$ cat src/rtl/mbet_pkg.sv
// Shared types and constants for the Mandelbrot escape-time block.
// No dependencies; imported by every module of the block.
`timescale 1ns / 1ps
`default_nettype none

package mbet_pkg;

    localparam int CNT_WIDTH = 16;
    localparam logic [CNT_WIDTH-1:0] MAX_ITER_RESET = 16'd255;

    localparam int QUEUE_DEPTH = 2;
    localparam int QPTR_W = $clog2(QUEUE_DEPTH);
    localparam int QFILL_W = $clog2(QUEUE_DEPTH + 1);

    localparam int NUM_PROD = 3;

    typedef enum logic [2:0] {
        ST_IDLE,
        ST_CHECK,
        ST_MUL,
        ST_SUM,
        ST_TEST,
        ST_FINISH
    } core_state_t;

endpackage

`default_nettype wire

$ cat src/rtl/mbet_point_queue.sv
// Front end: accepts points and holds them in a short queue for the core.
// Depends on mbet_pkg for the queue depth and pointer widths.
`timescale 1ns / 1ps
`default_nettype none

module mbet_point_queue #(
    parameter int DATA_WIDTH = 64
) (
    input  wire logic                  clk,
    input  wire logic                  rst_n,
    input  wire logic                  push_valid,
    output logic                       full,
    input  wire logic [DATA_WIDTH-1:0] push_data,
    input  wire logic                  pop,
    output logic                       not_empty,
    output logic [DATA_WIDTH-1:0]      head_data
);
    import mbet_pkg::*;

    logic [DATA_WIDTH-1:0] entry_reg [QUEUE_DEPTH];
    logic [QPTR_W-1:0]     wr_ptr_reg;
    logic [QPTR_W-1:0]     wr_ptr_next;
    logic [QPTR_W-1:0]     rd_ptr_reg;
    logic [QPTR_W-1:0]     rd_ptr_next;
    logic [QFILL_W-1:0]    fill_reg;
    logic [QFILL_W-1:0]    fill_next;
    logic                  push;

    assign full      = (fill_reg == QFILL_W'(QUEUE_DEPTH));
    assign not_empty = (fill_reg != '0);
    assign head_data = entry_reg[rd_ptr_reg];
    assign push      = push_valid && !full;

    always_comb
    begin
        wr_ptr_next = push ? wr_ptr_reg + QPTR_W'(1) : wr_ptr_reg;
        rd_ptr_next = pop ? rd_ptr_reg + QPTR_W'(1) : rd_ptr_reg;
        fill_next   = fill_reg;
        if (push && !pop)
        begin
            fill_next = fill_reg + QFILL_W'(1);
        end
        else if (pop && !push)
        begin
            fill_next = fill_reg - QFILL_W'(1);
        end
    end

    always_ff @(posedge clk or negedge rst_n)
    begin
        if (!rst_n)
        begin
            wr_ptr_reg <= '0;
            rd_ptr_reg <= '0;
            fill_reg   <= '0;
        end
        else
        begin
            wr_ptr_reg <= wr_ptr_next;
            rd_ptr_reg <= rd_ptr_next;
            fill_reg   <= fill_next;
        end
    end

    always_ff @(posedge clk)
    begin
        if (push)
        begin
            entry_reg[wr_ptr_reg] <= push_data;
        end
    end

    a_fill_bound: assert property (@(posedge clk) disable iff (!rst_n)
        fill_reg <= QFILL_W'(QUEUE_DEPTH))
        else $error("queue fill exceeds depth");

    a_no_pop_empty: assert property (@(posedge clk) disable iff (!rst_n)
        !not_empty |-> !pop)
        else $error("pop from empty queue");

    a_fill_track: assert property (@(posedge clk) disable iff (!rst_n)
        (push && !pop) |=> fill_reg == $past(fill_reg) + QFILL_W'(1))
        else $error("fill count lost a transfer");

endmodule

`default_nettype wire

$ cat config.mk
export PLATFORM = sky130hd
export DESIGN_NAME = mbet_point_queue
export DESIGN_NICKNAME = d
export VERILOG_FILES = /design/src/rtl/mbet_pkg.sv /design/src/rtl/mbet_point_queue.sv
export SDC_FILE = /design/constraint.sdc
export NUM_CORES = 1
export LEC_CHECK = 0
export BUFFER_PORTS_ARGS = -buffer_cell sky130_fd_sc_hd__buf_2
export CAP_MARGIN = 20
export CORE_ASPECT_RATIO = 0.75
export CORE_MARGIN = 2
export CORE_UTILIZATION = 40
export CTS_CLUSTER_DIAMETER = 80
export DETAILED_ROUTE_END_ITERATION = 10
export HOLD_SLACK_MARGIN = 0.06
export SLEW_MARGIN = 5
export SYNTH_ARGS = -nofsm -noshare
export SYNTH_HDL_FRONTEND = slang
export SYNTH_SLANG_ARGS = --single-unit
$ cat constraint.sdc
create_clock -name clk -period 5.6 [get_ports clk]
set_clock_uncertainty 0.1 [all_clocks]
set_input_delay 1.68 -clock clk [delete_from_list [all_inputs] [get_ports clk]]
set_output_delay 1.68 -clock clk [all_outputs]
set_load 0.01 [all_outputs]
==> summary.txt, run 1 <==
Status
  • Status: finished clean

Yosys
  • Post-Synth Simple-Gate Area: 0.005979
  • Synth area leader: edfxtp_1
  • Main combinational cell family by area after synthesis: multiplexers
  • Xor/xnor share of the synthesized area: 0.008719
  • Yosys top cell area share: 0.7653
  • Synth unique cells: 15
  • Seq cells post-synth: 132
  • Register area share after synthesis: 0.7853
  • Post-synthesis cell area: 5022 µm²
  • Cells after Synth: 218
  • Area share of fa/ha/maj cells after synthesis: 0.002491
  • Top post-synthesis cells by area: edfxtp_1 77%, mux2_4 15%, mux2_2 3.1%
  • Mux cell area share after synthesis: 0.1809
  • Syn Area/Cell: 23.04 µm²
  • Compound-Gate Fraction of Synth Area: 0
  • Mapped Nets: 287
  • Yosys warnings: 0

STA
  • Fin. max-slew vios: 0
  • Worst-Margin Slew: 0.9849 ns
  • Fin Setup TNS: 0 ns
  • Final hold vios: 0
  • Setup slack after layout: 1.462 ns
  • Final setup fails: 0
  • Fmax: 241.7 MHz
  • Crit share post-route: 0.7389
  • RSZ-0062 raised after global routing: false
  • Slew HR: 0.3434
  • Crit path time final: 4.138 ns

Power and ir drop
  • Net Switching: 983.0 µW
  • Seq pwr share: 0.426
  • Leakage: 0.002582 µW
  • Maximum vdd drop: 317.3 µV
  • Switch share: 0.2768
  • Combinational share of power: 0.265
  • Internal Power: 2568 µW
  • Cell Pwr Density: 550.4 nW/µm²
  • Clock power frac: 0.309

Layout
  • Final Cell Area: 6452 µm²
  • Final nets: 435
  • Final cell count without fillers: 544
  • Largest register FFs: 128
  • Commonest non-fill, non-tap cell in the layout: buf_2
  • Most frequent cells in the layout: 133 x buf_2, 128 x edfxtp_1, 50 x mux2_4, 17 x clkbuf_16, 14 x mux2_2
  • Share of post-route cells with drive strength above 1: 0.6138
  • Area delta synth->final: 28.48%
  • Fillers: 1,009
  • Finished Core Util: 0.5262
  • Diodes inserted: 0
  • Register Area: 3948 µm²
  • Area occupied by multi-input gates: 1007 µm²

Placement
  • Placement Setup Slack: 1.855 ns
  • Post-DP Area: 5862 µm²
  • Post-DP HPWL: 5403 µm
  • RD Place Congestion: 0.6713
  • Cell total after placement: 513
  • I/O Buffers: 133

Hold path
  • Worst Hold Launch: fill_reg[1]
  • Hold path endpoint: fill_reg[1]
  • HP Class: reg -> reg
  • Hold path cells: 1

Detailed routing
  • Via count: 2,444
  • DR iter-0 viols: 150
  • Post-route ant nets: 0
  • 1st-pass router iterations: 4
  • Total Wirelength: 8620 µm
  • DRC Markers: 0
  • Routed WL per cell: 15.85 µm
  • Ratio of routed vias to standard cells: 4.493

Global route
  • Total global routing overflow: 0
  • Largest net degree at the start of global routing: 65
  • GRT Util Overall: 0.1332
  • Vias in the first global route: 2,549
  • Initial antenna violation count: 0
  • First-pass GRT wire length: 13,150 µm

Worst setup path
  • Reg-to-reg slack, setup: 3.61 ns
  • CP peak stage delay: 1.08 ns
  • CP cell instances: buf_4, mux2_4, buf_2
  • R2r startpoint: fill_reg[0]
  • CP Buf/Inv Count: 2
  • Slowest-stage cell, CP: dfrtp_4
  • Reg2Reg Depth: 4
  • R2r endpoint: entry_reg[0][63]
  • Crit-path leading delay family: flip-flops
  • Crit path launch type: register
  • Critical Path AT: 2.36 ns
  • Critical path endpoint category: output port
  • CP required: 3.82 ns
  • Critical Path Start: rd_ptr_reg
  • Crit path kind: reg -> out
  • CP Max Fanout: 55

Clock tree
  • Reg clk slew, reported paths: 0.05 ns
  • Post-CTS Setup Bufs: 0
  • Clock Sinks: 132
  • H-tree depth: 4
  • Count of hold-fix buffers inserted at cts: 0
  • Cts repair resizes: 0
  • Skew-Pair Late Insertion Delay: 0.40 ns
  • Clock Tree Root: clkbuf_16
  • TritonCTS clock tree: built
  • CTS Buf Count: 17
  • Max Root-Sink Buffers: 2

Floorplanning
  • Die width: 133.4 µm
  • Die span in y: 101.0 µm
  • I/O pin cnt: 134
  • Starting Density: 0.4096
  • Area of the core: 12,260 µm²
  • Row cnt: 35
  • Area of the die: 13,480 µm²

Flow run
  • Max Cap Violations: 0
through the flow:
stage	hold WS, ns	total power, µW
5_1_grt	0.4313	3724
3_5_place_dp	0.3874	2501
4_1_cts	0.4013	3602
3_3_place_gp	0.3849	2482
6_report	0.4074	3551
2_1_floorplan	0.3559	2175
cell type report:
| class | instances | area share |
|---|---|---|
| flip-flops and latches | 132 | 0.6118 |
| clock buffers | 19 | 0.06709 |
| clock inverters | 12 | 0.02443 |
| multi-input cells | 76 | 0.1561 |
| repair buffers | 136 | 0.1067 |
| well taps | 166 | 0.03219 |
| inverters | 3 | 0.001745 |
worst reg2reg max path, delay by kind of cell (launching register included):
family / cells / cell delay [ns]
buffers and inverters: 1 / 0.44
flip-flops: 1 / 0.41
AND/OR/NAND/NOR: 3 / 0.68
synthesized netlist by cell type:
master / n
edfxtp_1: 128
mux2_4: 50
mux2_2: 14
buf_6: 6
dfrtp_1: 4
inv_1: 3
xor2_1: 3
nor2_1: 2
xnor2_1: 2
and3_1: 1
buf_2: 1
ha_1: 1
nand2_1: 1
nand2b_1: 1
or2_2: 1
metal layers:
layer,GRT usage,vias to the layer above,share of wire
met5,0,-,0
li1,-,1157,-
met1,0.1718,1176,0.45
met2,0.1951,97,0.45
met3,0.05681,14,0.086
met4,0.06383,0,0.016
cells by family after synthesis:
| family | Yosys count |
|---|---|
| flops | 132 |
| mux | 64 |
| xor+xnor | 5 |
| simple gates | 6 |
| buf+inv | 10 |
| fa+ha+maj | 1 |
worst max-delay path by stage:
stage,endpoint,cells past startpoint
2_1_floorplan,entry_reg[0][0],2
3_3_place_gp,head_data[14],3
3_5_place_dp,head_data[15],3
4_1_cts,head_data[15],3
5_1_grt,head_data[19],3
6_report,head_data[21],3
power groups by stage:
| stage | Clock [µW] | Combinational [µW] | Sequential [µW] |
|---|---|---|---|
| floorplan | 0 | 745 | 1430 |
| global placement | 0 | 952 | 1530 |
| detailed placement | 0 | 959 | 1540 |
| CTS | 1120 | 961 | 1520 |
| global route | 1160 | 1020 | 1550 |
| finish | 1100 | 940 | 1510 |
Power figures use the tool's default switching activity.
==> inputs of run 2 (changes only) <==
--- a/config.mk
+++ b/config.mk
@@ -5,6 +5,7 @@
 export SDC_FILE = /design/constraint.sdc
 export NUM_CORES = 1
 export LEC_CHECK = 0
+export ABC_AREA = 1
 export BUFFER_PORTS_ARGS = -buffer_cell sky130_fd_sc_hd__buf_2
 export CAP_MARGIN = 20
 export CORE_ASPECT_RATIO = 0.75
@@ -13,6 +14,7 @@
 export CTS_CLUSTER_DIAMETER = 80
 export DETAILED_ROUTE_END_ITERATION = 10
 export HOLD_SLACK_MARGIN = 0.06
+export PLACE_DENSITY = 0.66
 export SLEW_MARGIN = 5
 export SYNTH_ARGS = -nofsm -noshare
 export SYNTH_HDL_FRONTEND = slang
==> constraint.sdc (replaced) <==
create_clock -name clk -period 3.5 [get_ports clk]
set_clock_uncertainty 0.1 [all_clocks]
set_input_delay 1.05 -clock clk [delete_from_list [all_inputs] [get_ports clk]]
set_output_delay 1.05 -clock clk [all_outputs]
set_load 0.01 [all_outputs]
==> summary.txt, run 2 <==
STA
  • Fmax: 310.2 MHz
  • Final setup fails: 0 (unchanged)
  • RSZ-0062 raised after global routing: false (unchanged)
  • Worst-Margin Slew: 0.6921 ns (was 0.9849 ns)
  • Crit path time final: 3.224 ns
  • Fin. max-slew vios: 0 (unchanged)
  • Final hold vios: 0 (unchanged)
  • Fin Setup TNS: 0 ns (unchanged)
  • Slew HR: 0.5386 (was 0.3434)
  • Crit share post-route: 0.9210

Global route
  • First-pass GRT wire length: 13,080 µm (was 13,150 µm)
  • GR Util met2: 0.2022 (was 0.1951)
  • GRT Util Overall: 0.1308 (was 0.1332)
  • Vias in the first global route: 2,596 (was 2,549)
  • Largest net degree at the start of global routing: 39 (was 65)
  • Met3 Use GR: 0.07257 (was 0.05681)
  • Busiest grt layer: met2 (unchanged)
  • Met1 Use GR: 0.1582 (was 0.1718)
  • Initial antenna violation count: 0 (unchanged)
  • Total global routing overflow: 0 (unchanged)

Yosys
  • Yosys top cell area share: 0.7623 (was 0.7653)
  • Synth area leader: edfxtp_1 (unchanged)
  • Yosys warnings: 0 (unchanged)
  • Top post-synthesis cells by area: edfxtp_1 76%, mux2_4 15%, mux2_2 3.1% (was edfxtp_1 77%, mux2_4 15%, mux2_2 3.1%)
  • Post-synthesis cell area: 5042 µm² (was 5022 µm²)
  • Post-synth top flop: edfxtp_1 (unchanged)
  • Number of enable flip-flop cells after synthesis: 128 (unchanged)
  • Cells after Synth: 228 (was 218)
  • Syn Area/Cell: 22.12 µm² (was 23.04 µm²)
  • Mapped Nets: 297 (was 287)
  • Most frequent cell after synthesis: edfxtp_1 (unchanged)
  • Top cells by count, synth: 128 x edfxtp_1, 50 x mux2_4, 14 x mux2_2 (unchanged)
  • Synth unique cells: 15 (unchanged)
  • Register area share after synthesis: 0.7821 (was 0.7853)
  • Asr flop ratio synth: 0.03030 (unchanged)
  • Seq cells post-synth: 132 (unchanged)

Detailed routing
  • Post-route ant nets: 0 (unchanged)
  • DR iter-0 viols: 118 (was 150)
  • 1st-pass router iterations: 4 (unchanged)
  • Via count: 2,521 (was 2,444)
  • Routed WL per cell: 15.51 µm (was 15.85 µm)
  • Ratio of routed vias to standard cells: 4.518 (was 4.493)
  • DRC Markers: 0 (unchanged)
  • Total Wirelength: 8654 µm (was 8620 µm)

Placement
  • Cell total after placement: 527 (was 513)
  • Post-DP Area: 5919 µm² (was 5862 µm²)
  • I/O Buffers: 133 (unchanged)
  • RD Place Congestion: 0.7086 (was 0.6713)
  • Post-DP HPWL: 5554 µm (was 5403 µm)

Layout
  • Diodes inserted: 0 (unchanged)
  • Largest register FFs: 128 (unchanged)
  • Commonest non-fill, non-tap cell in the layout: buf_2 (unchanged)
  • Area occupied by multi-input gates: 1003 µm² (was 1007 µm²)
  • Final Cell Area: 6581 µm² (was 6452 µm²)
  • Final nets: 449 (was 435)
  • Share of post-route cells with drive strength above 1: 0.6046 (was 0.6138)
  • Area delta synth->final: 30.52% (was 28.48%)
  • Fillers: 983 (was 1,009)
  • Final cell count without fillers: 558 (was 544)
  • Most frequent cells in the layout: 133 x buf_2, 128 x edfxtp_1, 50 x mux2_4, 17 x clkbuf_16, 14 x mux2_2 (unchanged)
  • Register Area: 3948 µm² (unchanged)

Worst setup path
  • CP required: 2.35 ns (was 3.82 ns)
  • Slowest-stage cell, CP: dfrtp_4 (unchanged)
  • Crit path launch type: register (unchanged)
  • Critical Path AT: 2.07 ns (was 2.36 ns)
  • CP peak stage delay: 0.88 ns (was 1.08 ns)
  • CP cell instances: buf_4, mux2_4, buf_2 (unchanged)
  • Critical path endpoint category: output port (unchanged)
  • Crit path kind: reg -> out (unchanged)
  • CP Max Fanout: 38 (was 55)

Clock tree
  • Post-CTS Setup Bufs: 0 (unchanged)
  • Skew-Pair Late Insertion Delay: 0.40 ns (about the same)
  • H-tree depth: 4 (unchanged)
  • CTS Buf Count: 17 (unchanged)
  • Reg clk slew, reported paths: 0.06 ns (was 0.05 ns)
  • TritonCTS clock tree: built (unchanged)
  • Cts repair resizes: 0 (unchanged)
  • Count of hold-fix buffers inserted at cts: 0 (unchanged)
  • Clock Sinks: 132 (unchanged)
  • Clock Tree Root: clkbuf_16 (unchanged)
  • Max Root-Sink Buffers: 2 (unchanged)

Power and ir drop
  • Cell Pwr Density: 896.2 nW/µm² (was 550.4 nW/µm²)
  • Leakage: 0.002673 µW (was 0.002582 µW)
  • Maximum vdd drop: 471.4 µV (was 317.3 µV)
  • Total power draw: 5898 µW (was 3551 µW)

Floorplanning
  • Die span in y: 101.2 µm (was 101.0 µm)
  • Row cnt: 35 (unchanged)
  • Area of the core: 12,310 µm² (was 12,260 µm²)
  • I/O pin cnt: 134 (unchanged)
  • Starting Density: 0.4098 (was 0.4096)
  • Area of the die: 13,530 µm² (was 13,480 µm²)
  • Die width: 133.6 µm (was 133.4 µm)

Flow run
  • Max Cap Violations: 0 (unchanged)

Hold path
  • HP Class: in -> async (was reg -> reg)

Status
  • Status: finished clean (unchanged)
run 2: changes by cell type after synthesis, sizes merged:
| cell | change |
|---|---|
| xnor2 | -1 |
| nand2 | +7 |
| nand4 | +1 |
| o21ai | +1 |
| xor2 | -2 |
| and3 | -1 |
| nor2 | +1 |
| nand2b | -1 |
| inv | +5 |
| nand3 | +1 |
| or2 | -1 |
run 2: report_power, final:
part           internal [µW]  switching [µW]  leakage (µW)  total [µW]
Clock                   1330             631      0.000320        1960
Combinational            838             737       0.00112        1570
Sequential              2160             201       0.00124        2360
run 2: final cells by class:
class | instances | area share
clock buffer | 18 | 0.06521
inverter | 8 | 0.004563
clock inverter | 13 | 0.03536
tap | 166 | 0.03156
timing repair buffer | 140 | 0.1110
sequential | 132 | 0.5998
multi-input combinational | 81 | 0.1525
run 2: metal layers:
layer  part of all wire  routed length, µm
met3              0.093                806
met2               0.46               3995
met5                  0                  0
met1               0.44               3771
met4             0.0092                 80
run 2: critical path: cells and delay by family, from the launching register on:
kind | cells | cell delay [ns]
buf+inv | 2 | 0.47
mux | 1 | 0.31
flops | 1 | 0.88
run 2: path summary, 6_finish.rpt:
check	depth (start not counted)	start	to	slack [ns]
min	1	rst_n	fill_reg[0]	0.34
min in group clk	2	fill_reg[1]	fill_reg[1]	0.39
max reg2reg	6	fill_reg[1]	entry_reg[0][3]	1.75
max	3	rd_ptr_reg	head_data[2]	0.28
min reg2reg	2	fill_reg[1]	fill_reg[1]	0.39
max in group asynchronous	1	rst_n	rd_ptr_reg	2.82
run 2: stage by stage:
stage | util | hold slack [ns] | worst slack, ns
4_1_cts | 0.5348 | 0.3276 | 0.2292
3_5_place_dp | 0.4810 | 0.3736 | 0.6660
2_1_floorplan | - | 0.3417 | 0.1416
6_report | 0.5348 | 0.3416 | 0.2764
5_1_grt | 0.5348 | 0.3282 | 0.1638
3_3_place_gp | 0.4810 | 0.3526 | 0.6761
run 2: kinds of logic (layout without fill, tap and decap cells):
kind of cell | Yosys count | after routing | synth area share
AO/OA/AOI/OAI | 1 | 1 | 0.0009916
XOR/XNOR | 2 | 2 | 0.003475
adder cells (fa/ha/maj) | 1 | 1 | 0.002481
buffers and inverters | 15 | 179 | 0.02035
flip-flops | 132 | 132 | 0.7821
multiplexers | 64 | 64 | 0.1801
AND/OR/NAND/NOR | 13 | 13 | 0.01042
==> inputs of run 3 (changes only) <==
--- a/config.mk
+++ b/config.mk
@@ -15,6 +15,7 @@
 export DETAILED_ROUTE_END_ITERATION = 10
 export HOLD_SLACK_MARGIN = 0.06
 export PLACE_DENSITY = 0.66
+export REMOVE_ABC_BUFFERS = 1
 export SLEW_MARGIN = 5
 export SYNTH_ARGS = -nofsm -noshare
 export SYNTH_HDL_FRONTEND = slang
==> summary.txt, run 3 (same netlist as run 2, synthesis figures left out) <==
Floorplanning
  • Area of the die: 13,530 µm² (unchanged)
  • Die span in y: 101.2 µm (unchanged)
  • Starting Density: 0.4098 (unchanged)
  • Row cnt: 35 (unchanged)
  • Area of the core: 12,310 µm² (unchanged)
  • I/O pin cnt: 134 (unchanged)
  • Die width: 133.6 µm (unchanged)

Clock tree
  • Count of hold-fix buffers inserted at cts: 0 (unchanged)
  • Skew-Pair Late Insertion Delay: 0.40 ns (about the same)
  • H-tree depth: 4 (unchanged)
  • Cts repair resizes: 0 (unchanged)
  • Max Root-Sink Buffers: 2 (unchanged)
  • TritonCTS clock tree: built (unchanged)
  • Post-CTS Setup Bufs: 0 (unchanged)
  • Clock Sinks: 132 (unchanged)
  • Reg clk slew, reported paths: 0.06 ns (about the same)
  • Clock Tree Root: clkbuf_16 (unchanged)
  • CTS Buf Count: 17 (unchanged)

Worst setup path
  • CP required: 2.35 ns (about the same)
  • R2r startpoint: fill_reg[1] (unchanged)
  • Crit path kind: reg -> out (unchanged)
  • Slowest-stage cell, CP: dfrtp_4 (unchanged)
  • R2r endpoint: entry_reg[0][6] (was entry_reg[0][3])
  • CP Buf/Inv Count: 2 (unchanged)
  • CP peak stage delay: 0.55 ns (was 0.88 ns)
  • Critical Path Start: rd_ptr_reg (unchanged)
  • Reg-to-reg slack, setup: 1.74 ns (was 1.75 ns)
  • Crit-path leading delay family: flip-flops (unchanged)
  • Crit path launch type: register (unchanged)
  • CP cell instances: buf_4, mux2_2, buf_2 (was buf_4, mux2_4, buf_2)
  • CP Max Fanout: 16 (was 38)
  • Reg2Reg Depth: 6 (unchanged)
  • Critical Path AT: 1.78 ns (was 2.07 ns)
  • Critical path endpoint category: output port (unchanged)

Power and ir drop
  • Maximum vdd drop: 447.8 µV (was 471.4 µV)
  • Seq pwr share: 0.408 (was 0.400)
  • Clock power frac: 0.292 (was 0.333)
  • Combinational share of power: 0.300 (was 0.267)
  • Internal Power: 3974 µW (was 4329 µW)
  • Leakage: 0.002613 µW (was 0.002673 µW)
  • Net Switching: 1606 µW (was 1569 µW)
  • Switch share: 0.2879 (was 0.2660)
  • Cell Pwr Density: 861.8 nW/µm² (was 896.2 nW/µm²)

Layout
  • Final Cell Area: 6475 µm² (was 6581 µm²)
  • Area occupied by multi-input gates: 1003 µm² (unchanged)
  • Finished Core Util: 0.5262 (was 0.5348)
  • Register Area: 3948 µm² (unchanged)
  • Largest register FFs: 128 (unchanged)
  • Most frequent cells in the layout: 133 x buf_2, 128 x edfxtp_1, 50 x mux2_4, 17 x clkbuf_16, 14 x mux2_2 (unchanged)
  • Final nets: 449 (unchanged)
  • Diodes inserted: 0 (unchanged)
  • Commonest non-fill, non-tap cell in the layout: buf_2 (unchanged)
  • Area delta synth->final: 28.41% (was 30.52%)
  • Share of post-route cells with drive strength above 1: 0.6056 (was 0.6046)
  • Fillers: 1,018 (was 983)

Detailed routing
  • Ratio of routed vias to standard cells: 4.587 (was 4.518)
  • DRC Markers: 0 (unchanged)
  • 1st-pass router iterations: 4 (unchanged)
  • DR iter-0 viols: 110 (was 118)
  • Via count: 2,564 (was 2,521)
  • Post-route ant nets: 0 (unchanged)
  • Routed WL per cell: 16.05 µm (was 15.51 µm)
  • Total Wirelength: 8972 µm (was 8654 µm)

STA
  • Slew HR: 0.6571 (was 0.5386)
  • Final hold vios: 0 (unchanged)
  • RSZ-0062 raised after global routing: false (unchanged)
  • Fin. max-slew vios: 0 (unchanged)
  • Crit share post-route: 0.8379 (was 0.9210)
  • Crit path time final: 2.933 ns (was 3.224 ns)
  • Worst-Margin Slew: 0.5144 ns (was 0.6921 ns)
  • Fin Setup TNS: 0 ns (unchanged)
  • Fmax: 341.0 MHz (was 310.2 MHz)
  • Final setup fails: 0 (unchanged)

Placement
  • I/O Buffers: 133 (unchanged)
  • RD Place Congestion: 0.6770 (was 0.7086)
  • Post-DP Area: 5919 µm² (unchanged)
  • Post-DP HPWL: 5897 µm (was 5554 µm)

Global route
  • Vias in the first global route: 2,733 (was 2,596)
  • GRT Util Overall: 0.1372 (was 0.1308)
  • Largest net degree at the start of global routing: 38 (was 39)
  • First-pass GRT wire length: 13,750 µm (was 13,080 µm)
  • Total global routing overflow: 0 (unchanged)
  • Initial antenna violation count: 0 (unchanged)

Status
  • Status: finished clean (unchanged)

Hold path
  • HP Class: in -> async (unchanged)

Flow run
  • Max Cap Violations: 0 (unchanged)
## run 3: worst register-to-register path, delay by kind of cell (launching register included)
kind / cells / cell delay [ns]
buf+inv: 3 / 0.58
flops: 1 / 0.37
simple gates: 3 / 0.31
## run 3: cell type report
class	count	share of cell area
Sequential cell	132	0.6097
Multi-Input combinational cell	81	0.1550
Timing Repair Buffer	140	0.1129
Clock buffer	17	0.06570
Tap cell	166	0.03208
Clock inverter	15	0.02010
Inverter	8	0.004638
## run 3: worst max path at each step
stage | cells past startpoint | endpoint | slack, ns
3_5_place_dp | 3 | head_data[35] | 0.97
3_3_place_gp | 3 | head_data[47] | 0.99
6_report | 3 | head_data[47] | 0.57
4_1_cts | 3 | head_data[35] | 0.52
2_1_floorplan | 2 | entry_reg[1][0] | -0.92
5_1_grt | 3 | head_data[37] | 0.47
## run 3: layer usage
layer  track usage  wire, µm  share of wire  up-vias
li1              -         -              -     1195
met3       0.05856       802          0.089        8
met1        0.1653      3897           0.43     1258
met2        0.2181      4208           0.47      103
met4       0.06137        64         0.0071        0
met5             0         0              0        -
## run 3: per-stage QoR
step / total power [µW] / setup slack (ns) / hold WS (ns) / std cells
after floorplan: 3465 / -0.9164 / 0.3417 / 221
after global placement: 3991 / 0.9918 / 0.3529 / 527
after detailed placement: 4015 / 0.9702 / 0.3666 / 527
after CTS: 5676 / 0.5210 / 0.3269 / 559
after global routing: 5864 / 0.4747 / 0.3348 / 559
final: 5580 / 0.5675 / 0.3476 / 559
## run 3: power groups by stage
stage	logic (µW)	registers (µW)	clock network [µW]
6_report	1670	2280	1630
2_1_floorplan	1050	2420	0
4_1_cts	1710	2290	1680
3_3_place_gp	1690	2300	0
5_1_grt	1810	2310	1740
3_5_place_dp	1700	2310	0
